===== src/sv/bkst_pkg.sv =====
`timescale 1ns / 1ps
// ----------------------------------------------------------------------------
// Bounded key set table package
// Shared widths, types and status codes for the key set table.
// ----------------------------------------------------------------------------
package bkst_pkg;

    localparam int SLOTS       = 64;
    localparam int KEY_SYMBOLS = 10;
    localparam int SYMBOL_BITS = 6;
    localparam int KEY_W       = 60;
    localparam int KEY_BITS    = SYMBOL_BITS * KEY_SYMBOLS;
    localparam int ADDR_W      = $clog2(SLOTS);

    typedef logic [KEY_W-1:0]  t_key;
    typedef logic [ADDR_W-1:0] t_addr;
    typedef logic [1:0]        t_action;
    typedef logic [3:0]        t_status;

    localparam t_key KEY_MASK = {KEY_W{1'b1}} >> (KEY_W - KEY_BITS);

    localparam t_action ACT_ADD      = 2'd0;
    localparam t_action ACT_REMOVE   = 2'd1;
    localparam t_action ACT_EXCHANGE = 2'd2;
    localparam t_action ACT_LIST     = 2'd3;

    localparam t_status ST_ADDED     = 4'd0;
    localparam t_status ST_DUP       = 4'd1;
    localparam t_status ST_FULL      = 4'd2;
    localparam t_status ST_REMOVED   = 4'd3;
    localparam t_status ST_ABSENT    = 4'd4;
    localparam t_status ST_EXCHANGED = 4'd5;
    localparam t_status ST_LISTED    = 4'd6;
    localparam t_status ST_EMPTY     = 4'd7;
    localparam t_status ST_INVALID   = 4'd8;

endpackage


===== src/sv/bkst_ram.sv =====
`timescale 1ns / 1ps
// ----------------------------------------------------------------------------
// Bounded key set table slot memory
// Simple dual-port synchronous RAM with one write port and a registered read.
// ----------------------------------------------------------------------------
module bkst_ram #(
    parameter int DEPTH = 64,
    parameter int WIDTH = 60
) (
    input  logic                     i_clk,
    input  logic                     i_we,
    input  logic [$clog2(DEPTH)-1:0] i_waddr,
    input  logic [WIDTH-1:0]         i_wdata,
    input  logic                     i_re,
    input  logic [$clog2(DEPTH)-1:0] i_raddr,
    output logic [WIDTH-1:0]         o_rdata
);

    logic [WIDTH-1:0] r_mem [DEPTH];

    always_ff @(posedge i_clk) begin
        if (i_we) begin
            r_mem[i_waddr] <= i_wdata;
        end
    end

    always_ff @(posedge i_clk) begin
        if (i_re) begin
            o_rdata <= r_mem[i_raddr];
        end
    end

endmodule


===== src/sv/bounded_key_set_table_top.sv =====
`timescale 1ns / 1ps
// ----------------------------------------------------------------------------
// Bounded key set table
// Set of name keys in slots with add, remove, exchange and list commands.
// ----------------------------------------------------------------------------
// A command is taken when start is high and busy is low. An invalid command
// (zero key, or zero new key for an exchange) and a list of an empty table
// answer in the cycle after they are taken. Every other command sweeps all
// slots through the single read port of the slot memory, one slot a cycle. An
// add, remove or exchange answers once, from the finish state after the
// sweep; a list gives its results during the sweep, at most one a cycle.
// Each result is shown for one cycle only, flagged by o_result_valid, and the
// receiver cannot hold it off. Slot occupancy lives in flip-flops cleared by
// reset, so the table is usable straight after reset.
module bounded_key_set_table_top (
    input  logic              i_clk,
    input  logic              i_rst_n,
    input  logic              start,
    output logic              busy,
    input  bkst_pkg::t_action i_action,
    input  bkst_pkg::t_key    i_key,
    input  bkst_pkg::t_key    i_new_key,
    input  logic              i_closes_request,
    output logic              o_result_valid,
    output bkst_pkg::t_status o_status,
    output bkst_pkg::t_key    o_reported_key,
    output logic              o_last,
    output logic              o_request_end
);
    import bkst_pkg::*;

    localparam logic [1:0] S_IDLE   = 2'd0;
    localparam logic [1:0] S_SCAN   = 2'd1;
    localparam logic [1:0] S_FINISH = 2'd2;
    localparam t_addr      LAST_ADDR = t_addr'(SLOTS - 1);

    logic [1:0]       r_state;
    logic [SLOTS-1:0] r_valid;
    t_action          r_action;
    t_key             r_key;
    t_key             r_new_key;
    logic             r_closes;
    t_addr            r_addr;
    logic             r_issue;
    logic             r_rd_pend;
    t_addr            r_rd_idx;
    logic             r_hit_a;
    t_addr            r_idx_a;
    logic             r_hit_b;
    logic             r_free_found;
    t_addr            r_free_idx;

    logic             r_out_valid;
    t_status          r_out_status;
    t_key             r_out_key;
    logic             r_out_last;
    logic             r_out_end;

    t_key             rdata;
    t_key             in_key;
    t_key             in_new_key;
    logic             ent_valid;
    t_key             ent;
    logic             upper_any;
    logic             mem_we;
    t_addr            mem_waddr;
    t_key             mem_wdata;
    logic             accept;

    assign in_key     = i_key & KEY_MASK;
    assign in_new_key = i_new_key & KEY_MASK;
    assign accept     = start && (r_state == S_IDLE);
    assign ent_valid  = r_valid[r_rd_idx];
    assign ent        = ent_valid ? rdata : '0;
    assign upper_any  = |(r_valid & (({SLOTS{1'b1}} << r_rd_idx) << 1));

    always_comb begin
        mem_we    = 1'b0;
        mem_waddr = r_free_idx;
        mem_wdata = r_key;
        if (r_state == S_FINISH) begin
            if (r_action == ACT_ADD) begin
                mem_we = r_free_found && !r_hit_a;
            end else if (r_action == ACT_EXCHANGE) begin
                mem_we    = r_hit_a && !r_hit_b;
                mem_waddr = r_idx_a;
                mem_wdata = r_new_key;
            end
        end
    end

    bkst_ram #(
        .DEPTH(SLOTS),
        .WIDTH(KEY_W)
    ) u_ram (
        .i_clk  (i_clk),
        .i_we   (mem_we),
        .i_waddr(mem_waddr),
        .i_wdata(mem_wdata),
        .i_re   (r_issue),
        .i_raddr(r_addr),
        .o_rdata(rdata)
    );

    always_ff @(posedge i_clk) begin
        if (!i_rst_n) begin
            r_state     <= S_IDLE;
            r_valid     <= '0;
            r_issue     <= 1'b0;
            r_rd_pend   <= 1'b0;
            r_out_valid <= 1'b0;
        end else begin
            r_out_valid <= 1'b0;
            case (r_state)
                S_IDLE: begin
                    if (accept) begin
                        r_action     <= i_action;
                        r_key        <= in_key;
                        r_new_key    <= in_new_key;
                        r_closes     <= i_closes_request;
                        r_addr       <= '0;
                        r_hit_a      <= 1'b0;
                        r_hit_b      <= 1'b0;
                        r_free_found <= 1'b0;
                        r_out_last   <= 1'b1;
                        r_out_end    <= i_closes_request;
                        if (i_action != ACT_LIST && (in_key == '0 ||
                            (i_action == ACT_EXCHANGE && in_new_key == '0))) begin
                            r_out_valid  <= 1'b1;
                            r_out_status <= ST_INVALID;
                            r_out_key    <= '0;
                        end else if (i_action == ACT_LIST && r_valid == '0) begin
                            r_out_valid  <= 1'b1;
                            r_out_status <= ST_EMPTY;
                            r_out_key    <= '0;
                        end else begin
                            r_issue <= 1'b1;
                            r_state <= S_SCAN;
                        end
                    end
                end
                S_SCAN: begin
                    r_rd_pend <= r_issue;
                    r_rd_idx  <= r_addr;
                    if (r_issue) begin
                        if (r_addr == LAST_ADDR) begin
                            r_issue <= 1'b0;
                        end else begin
                            r_addr <= r_addr + 1'b1;
                        end
                    end
                    if (r_rd_pend) begin
                        if (ent_valid && ent == r_key && !r_hit_a) begin
                            r_hit_a <= 1'b1;
                            r_idx_a <= r_rd_idx;
                        end
                        if (ent_valid && ent == r_new_key) begin
                            r_hit_b <= 1'b1;
                        end
                        if (!ent_valid && !r_free_found) begin
                            r_free_found <= 1'b1;
                            r_free_idx   <= r_rd_idx;
                        end
                        if (r_action == ACT_LIST && ent_valid) begin
                            r_out_valid  <= 1'b1;
                            r_out_status <= ST_LISTED;
                            r_out_key    <= ent;
                            r_out_last   <= !upper_any;
                            r_out_end    <= !upper_any && r_closes;
                        end
                        if (r_rd_idx == LAST_ADDR) begin
                            r_rd_pend <= 1'b0;
                            r_state   <= (r_action == ACT_LIST) ? S_IDLE : S_FINISH;
                        end
                    end
                end
                S_FINISH: begin
                    r_out_valid <= 1'b1;
                    r_out_last  <= 1'b1;
                    r_out_end   <= r_closes;
                    r_out_key   <= r_key;
                    r_state     <= S_IDLE;
                    case (r_action)
                        ACT_ADD: begin
                            if (!r_free_found) begin
                                r_out_status <= ST_FULL;
                            end else if (r_hit_a) begin
                                r_out_status <= ST_DUP;
                            end else begin
                                r_out_status        <= ST_ADDED;
                                r_valid[r_free_idx] <= 1'b1;
                            end
                        end
                        ACT_REMOVE: begin
                            if (r_hit_a) begin
                                r_out_status     <= ST_REMOVED;
                                r_valid[r_idx_a] <= 1'b0;
                            end else begin
                                r_out_status <= ST_ABSENT;
                            end
                        end
                        ACT_EXCHANGE: begin
                            if (!r_hit_a) begin
                                r_out_status <= ST_ABSENT;
                            end else if (r_hit_b) begin
                                r_out_status <= ST_DUP;
                                r_out_key    <= r_new_key;
                            end else begin
                                r_out_status <= ST_EXCHANGED;
                            end
                        end
                        default: begin
                            r_out_valid <= 1'b0;
                        end
                    endcase
                end
                default: begin
                    r_state <= S_IDLE;
                end
            endcase
        end
    end

    assign busy           = (r_state != S_IDLE);
    assign o_result_valid = r_out_valid;
    assign o_status       = r_out_status;
    assign o_reported_key = r_out_key;
    assign o_last         = r_out_last;
    assign o_request_end  = r_out_end;

endmodule


===== config.mk =====
export PLATFORM = sky130hd
export DESIGN_NAME = bounded_key_set_table_top
export DESIGN_NICKNAME = d
export VERILOG_FILES = /design/src/sv/bkst_pkg.sv /design/src/sv/bkst_ram.sv /design/src/sv/bounded_key_set_table_top.sv
export SDC_FILE = /design/constraint.sdc
export NUM_CORES = 2
export LEC_CHECK = 0
export ABC_AREA = 1
export BUFFER_PORTS_ARGS = -buffer_cell sky130_fd_sc_hd__buf_4
export CAP_MARGIN = 20
export CELL_PAD_IN_SITES_DETAIL_PLACEMENT = 0
export CELL_PAD_IN_SITES_GLOBAL_PLACEMENT = 1
export CORE_UTILIZATION = 57
export DETAILED_ROUTE_END_ITERATION = 7
export GPL_ROUTABILITY_DRIVEN = 0
export PLACE_DENSITY_LB_ADDON = 0.1
export SKIP_LAST_GASP = 1
export SLEW_MARGIN = 20
export SYNTH_ARGS = -nofsm -noshare
export SYNTH_HDL_FRONTEND = slang
export SYNTH_SLANG_ARGS = --single-unit

===== constraint.sdc =====
create_clock -name i_clk -period 30.4 [get_ports i_clk]
set_input_delay 7.6 -clock i_clk [delete_from_list [all_inputs] [get_ports i_clk]]
set_output_delay 7.6 -clock i_clk [all_outputs]
set_load 0.05 [all_outputs]

== Word level (Yosys, flattened, before mapping) ==
Memory sizes are Yosys's and may differ from the RTL's. A register that Yosys moved wholly into a read port is not among the register bits.
Index checks and enable logic that the tools add are counted.
Storage, ports and cells
  input port bits: 126
  logic and storage cells: 192
  register bits: 285
  memories: 1
  bits in writable memories: 3840
Cells by class
  shift operators: 1
  multiplexer cells: 87
  add/subtract/negate cells: 1
  bitwise operators: 4
  reduce and logical (&&, ||, !) cells: 45
  eq/ne operators: 28
  $lt $le $gt $ge: 5
Memory list
  u_ram.r_mem: words 64, width 60, rd ports 1, clocked after memory_dff 1, wr ports 1, RTL line bkst_ram.sv:19  | logic [WIDTH-1:0] r_mem [DEPTH];
Operator list (number)
  $mux W60: 12
  $mux W64: 3
  $pmux W60 S3: 1
  $and A64 B64 Y64: 2
  $pmux W64 S2: 1
  $eq A60 B60 Y1: 2
  $logic_not A60 Y1: 2
  $logic_not A64 Y1: 1
  $not A64 Y64: 1
  $or A64 B64 Y64: 1
  $reduce_or A64 Y1: 1
  $shl A64 B6 Y63 const A: 1
  $mux W6: 6
  $mux W1: 35
  $reduce_and A5 Y1: 7
  $ne A2 B2 Y1 const B: 15
  $pmux W4 S3: 2
  $lt A6 B7 Y1 const B: 3
  $mux W4: 5
  $logic_and A1 B1 Y1: 14
  $mux W2: 7
  $demux W1 S6: 2
  $eq A6 B6 Y1 const B: 2
  $ge A6 B1 Y1 const B: 2
  22 further kinds: 43

== Logic depth before layout (Yosys ltp) ==
  depth after elaboration: 9
  depth in mapped cells: 23
  gate-level depth less buffers: 20

== Cells and area by module ==
Synthesis repeated with hierarchy kept, for this count alone.
Unflattened totals
  cells, all modules: 14845
  area total of the unflattened synthesis: 172526.7 sq um
By module, submodules not included
  bkst_ram: area each 155781.9 sq um, cells each 12638, times used 1
  bounded_key_set_table_top: area each 16744.8 sq um, cells each 2207, times used 1

== Least setup slack after synthesis ==
No wires, ideal clock.
  path type: in2reg
  start: input i_rst_n
  end: register r_action[0] (enable)
  stages: 3
  setup slack: 13.512 ns
  arrival time: 16.133 ns
  buffers on the path: 1
  cell sequence: inv_2 clkbuf_1 nor3_1
Between the ends
  cells in the longest elaborated chain, start to end: 1
Ends and longest elaborated chain
  start: declaration: RTL line bounded_key_set_table_top.sv:17  | input logic i_rst_n,
  $reduce_and A3 Y1 (no source line)
  end signal: assignment: RTL line bounded_key_set_table_top.sv:117  | r_action <= i_action;
  end: declaration: RTL line bounded_key_set_table_top.sv:39  | t_action r_action;
No other way between the ends.
A chain may end at the register's enable or synchronous reset.

== Worst setup path in the final report ==
  start: input i_new_key[36]
  end: register r_out_key[3], in the netlist o_reported_key[3] (enable)
Between the ends
  cells in the longest elaborated chain, start to end: 6
Ends and longest elaborated chain
  start: declaration: RTL line bounded_key_set_table_top.sv:22  | input bkst_pkg::t_key i_new_key,
  $logic_not A60 Y1: RTL line bounded_key_set_table_top.sv:128  | (i_action == ACT_EXCHANGE && in_new_key == '0))) begin
  $logic_and A1 B1 Y1: RTL line bounded_key_set_table_top.sv:128
  $logic_or A1 B1 Y1: RTL line bounded_key_set_table_top.sv:127  | if (i_action != ACT_LIST && (in_key == '0 ||
  $logic_and A1 B1 Y1: RTL line bounded_key_set_table_top.sv:127
  $ne A3 B1 Y1 (no source line)
  $reduce_and A6 Y1 (no source line)
  end signal: assignment: RTL line bounded_key_set_table_top.sv:167  | r_out_key <= ent;
  end signal: assignment: RTL line bounded_key_set_table_top.sv:181  | r_out_key <= r_key;
  end signal: assignment: RTL line bounded_key_set_table_top.sv:207  | r_out_key <= r_new_key;
  end: declaration: RTL line bounded_key_set_table_top.sv:55  | t_key r_out_key;
No other way between the ends.

==> flow_summary.yaml <==
logic_synthesis:
  synth_area_leaders: "edfxtp_1 74%, o21ai_0 6.4%, o221ai_1 5.0%"
  ys_seq_area_share_pct: 74.8
  synth_top_area_share_pct: 74.0
  syn-num-nets: 12880
  synth_edf_count: 4116
  avgSynthCellArea_um2: 13.1
  synthArstFlopShare_pct: 0
  yosys.area.top_type: "edfxtp_1"
  synth-main-ff-cell: "edfxtp_1"
  ys_seq_elements: 4185
  yosysWarnings: 0
  syn_inst: 12744
  synth_cell_types: 39
  netlist_area_um2: 167000
timing:
  rsz0062_at_grt: "no"
  setup_viol: 0
  tightest_slew_ns: 1.25
  max_freq_mhz: 99.8
  hold_slack_ns: 0.498
  fin_crit_sh_pct: 32.9
  max-slew-margin-rel_pct: 16.9
  finalCriticalPeriod_ns: 10.02
  setup-tns-final_ns: 0
  hold_viol: 0
  final_max_slew_viol_count: 0
  worst_clock_skew_ns: 0.0437
placement:
  numPortBuffers: 193
  dp.final_hpwl_um: 281000
  dp.cells: 16176
floorplan:
  die_area_um2: 295000
  start_util_pct: 57.4
  chipWidth_um: 543
  io_pins: 194
  placeableCoreArea_um2: 291000
  die_h_um: 543
  fp-row-count: 198
worst_setup_path:
  cp_max_fo: 60
  cp.required_ns: 30.98
  cp-end-kind: "flip-flop"
  worstSetupStartpoint: "i_new_key[36]"
  path_class: "in -> reg"
  r2r_start: "r_rd_idx[1]$_DFFE_PP_"
  worst_setup_path_start_kind: "primary input"
  cp.arrival_ns: 10.60
finish:
  fin_cells: 16943
  final_common_cell: "edfxtp_1"
  final_cell_mix: "4116 x edfxtp_1, 2067 x o21ai_0, 2052 x nor2_1, 1019 x nand3_1, 959 x o221ai_1"
  area_delta_synth_final_pct: 11.9
  drive_above_1_share_pct: 9.28
  nets: 12832
  nFillCells: 21250
global_route:
  grt_pass1_wl_um: 752000
  met3_usage_pct: 6.70
  grt_util_met1_pct: 50.2
  grt_most_used_layer: "met2"
  grtUsageTotal_pct: 35.1
  grt_max_degree: 224
  grt_pass1_vias: 107806
  antenna_found_initial: 29
  overflow: 0
  global_route.usage.met2_pct: 53.9
clock_tree:
  clk_path_buf_depth: 4
  cts_made_buffers: 418
  cts_setup_buffers: 0
  path_clk_slew_ns: 0.06
  cts_resized: 0
  h-tree-depth: 5
  clkSinkCount: 4185
  ctsHoldBuffers: 0
  cts_tree: "built"
  clk_latency_ns: 0.99
  cts_root_buffer: "clkbuf_16"
detailed_routing:
  drc_errors: 0
  ant_nets: 0
  drt_iter0_markers: 17201
  vias: 114881
  routed_wl_um: 529000
  vias_per_cell: 6.78
  wl_per_cell_um: 31.2
  drtPass1Iterations: 8
power_and_ir_drop:
  power_density_nw_per_um2: 78.7
  internal_power_mw: 10.2
  p_leak_nw: 59.6
  power_frac_comb_pct: 20.0
  vdd.ir_drop.worst_v: 0.0000709
  pwr-share-clk_pct: 34.8
  pwr-share-seq_pct: 45.1
  p_sw_mw: 4.53
  total_power_mw: 14.7
  swShare_pct: 30.8
run:
  max_cap_violations: 0
min_path:
  min_path_type: "reg -> reg"
  hp-start: "r_valid[61]$_SDFFE_PN0P_"
status:
  status: "completed"
through the flow:
stage                     setup WS, ns  util [%]  area, um2
after floorplan                  13.51         -     167000
after global placement           19.39      59.6     173000
after detailed placement         19.57      59.6     173000
after CTS                        20.57      64.2     187000
after global routing             20.34      64.2     187000
final                            20.38      64.2     187000
cell families (layout without fill, tap and decap cells):
kind of cell / after synthesis / in the layout / synth area share [%]
buf+inv: 1185 / 1474 / 2.71
flops: 4185 / 4185 / 74.8
simple gates: 4002 / 4002 / 9.99
other cells: 0 / 10 / 0
compound gates: 3360 / 3360 / 12.4
xor+xnor: 2 / 2 / 0.0105
fa+ha+maj: 10 / 10 / 0.0749
power by group through the flow:
stage	clock network [mW]	logic (mW)	registers, mW
floorplan	0	1.72	6.80
global placement	0	2.81	6.76
detailed placement	0	2.88	6.76
CTS	5.14	2.89	6.64
global route	5.36	3.16	6.64
finish	5.13	2.95	6.64
final timing paths:
path / slack, ns / cells past startpoint / endpoint
worst min register to register: 0.50 / 2 / r_valid[61]$_SDFFE_PN0P_
worst max register to register: 24.10 / 19 / r_idx_a[2]$_DFFE_PP_
worst min-delay path: 0.50 / 2 / r_valid[61]$_SDFFE_PN0P_
worst max-delay path: 20.38 / 9 / o_reported_key[3]$_DFFE_PP_
layout make-up:
cell class	instances	area [um2]	share of cell area (%)
clock inverters	256	2530	1.36
clock buffers	501	10900	5.85
well taps	3900	4880	2.61
flip-flops and latches	4185	125000	66.9
inverters	242	948	0.507
multi-input cells	7374	38800	20.7
repair buffers	475	3840	2.05
diodes	10	25.0	0.0134
sequential cells by signal (all words and copies together) (netlist names), 6 cells and up:
register / cells
o_reported_key: 60
r_addr: 6
r_free_idx: 6
r_idx_a: 6
r_key: 60
r_new_key: 60
r_rd_idx: 6
r_valid: 64
u_ram.o_rdata: 60
u_ram.r_mem: 3840
cells in the mapped netlist (all sizes together) (2+ instances only):
master	instances
edfxtp	4116
o21ai	2129
nor2	2119
nand3	1020
o221ai	959
clkbuf	828
nand2	718
inv	238
a21oi	178
buf	115
dfxtp	69
nor4	48
nand3b	41
a221oi	38
a211oi	30
nor3	26
nand4	25
ha	10
o211ai	8
o22ai	7
a31oi	4
clkinv	4
o2111ai	3
a2111oi	2
or2	2
xor2	2
per-layer routing:
metal | share of wire [%] | vias to the layer above
li1 | - | 48327
met1 | 38 | 57953
met2 | 45 | 7403
met3 | 12 | 1192
met4 | 4.1 | 6
met5 | 0.0079 | -
worst max-delay path, stage by stage:
cell     delay (ns)
buf_4          0.12
nor4_1         1.00
nand4_1        0.18
nor4_1         0.34
o21ai_0        0.32
nand2_1        0.19
nor2_1         0.10
nor2_4         0.09
buf_4          0.57
No activity file was read; power rests on OpenSTA's default activity.
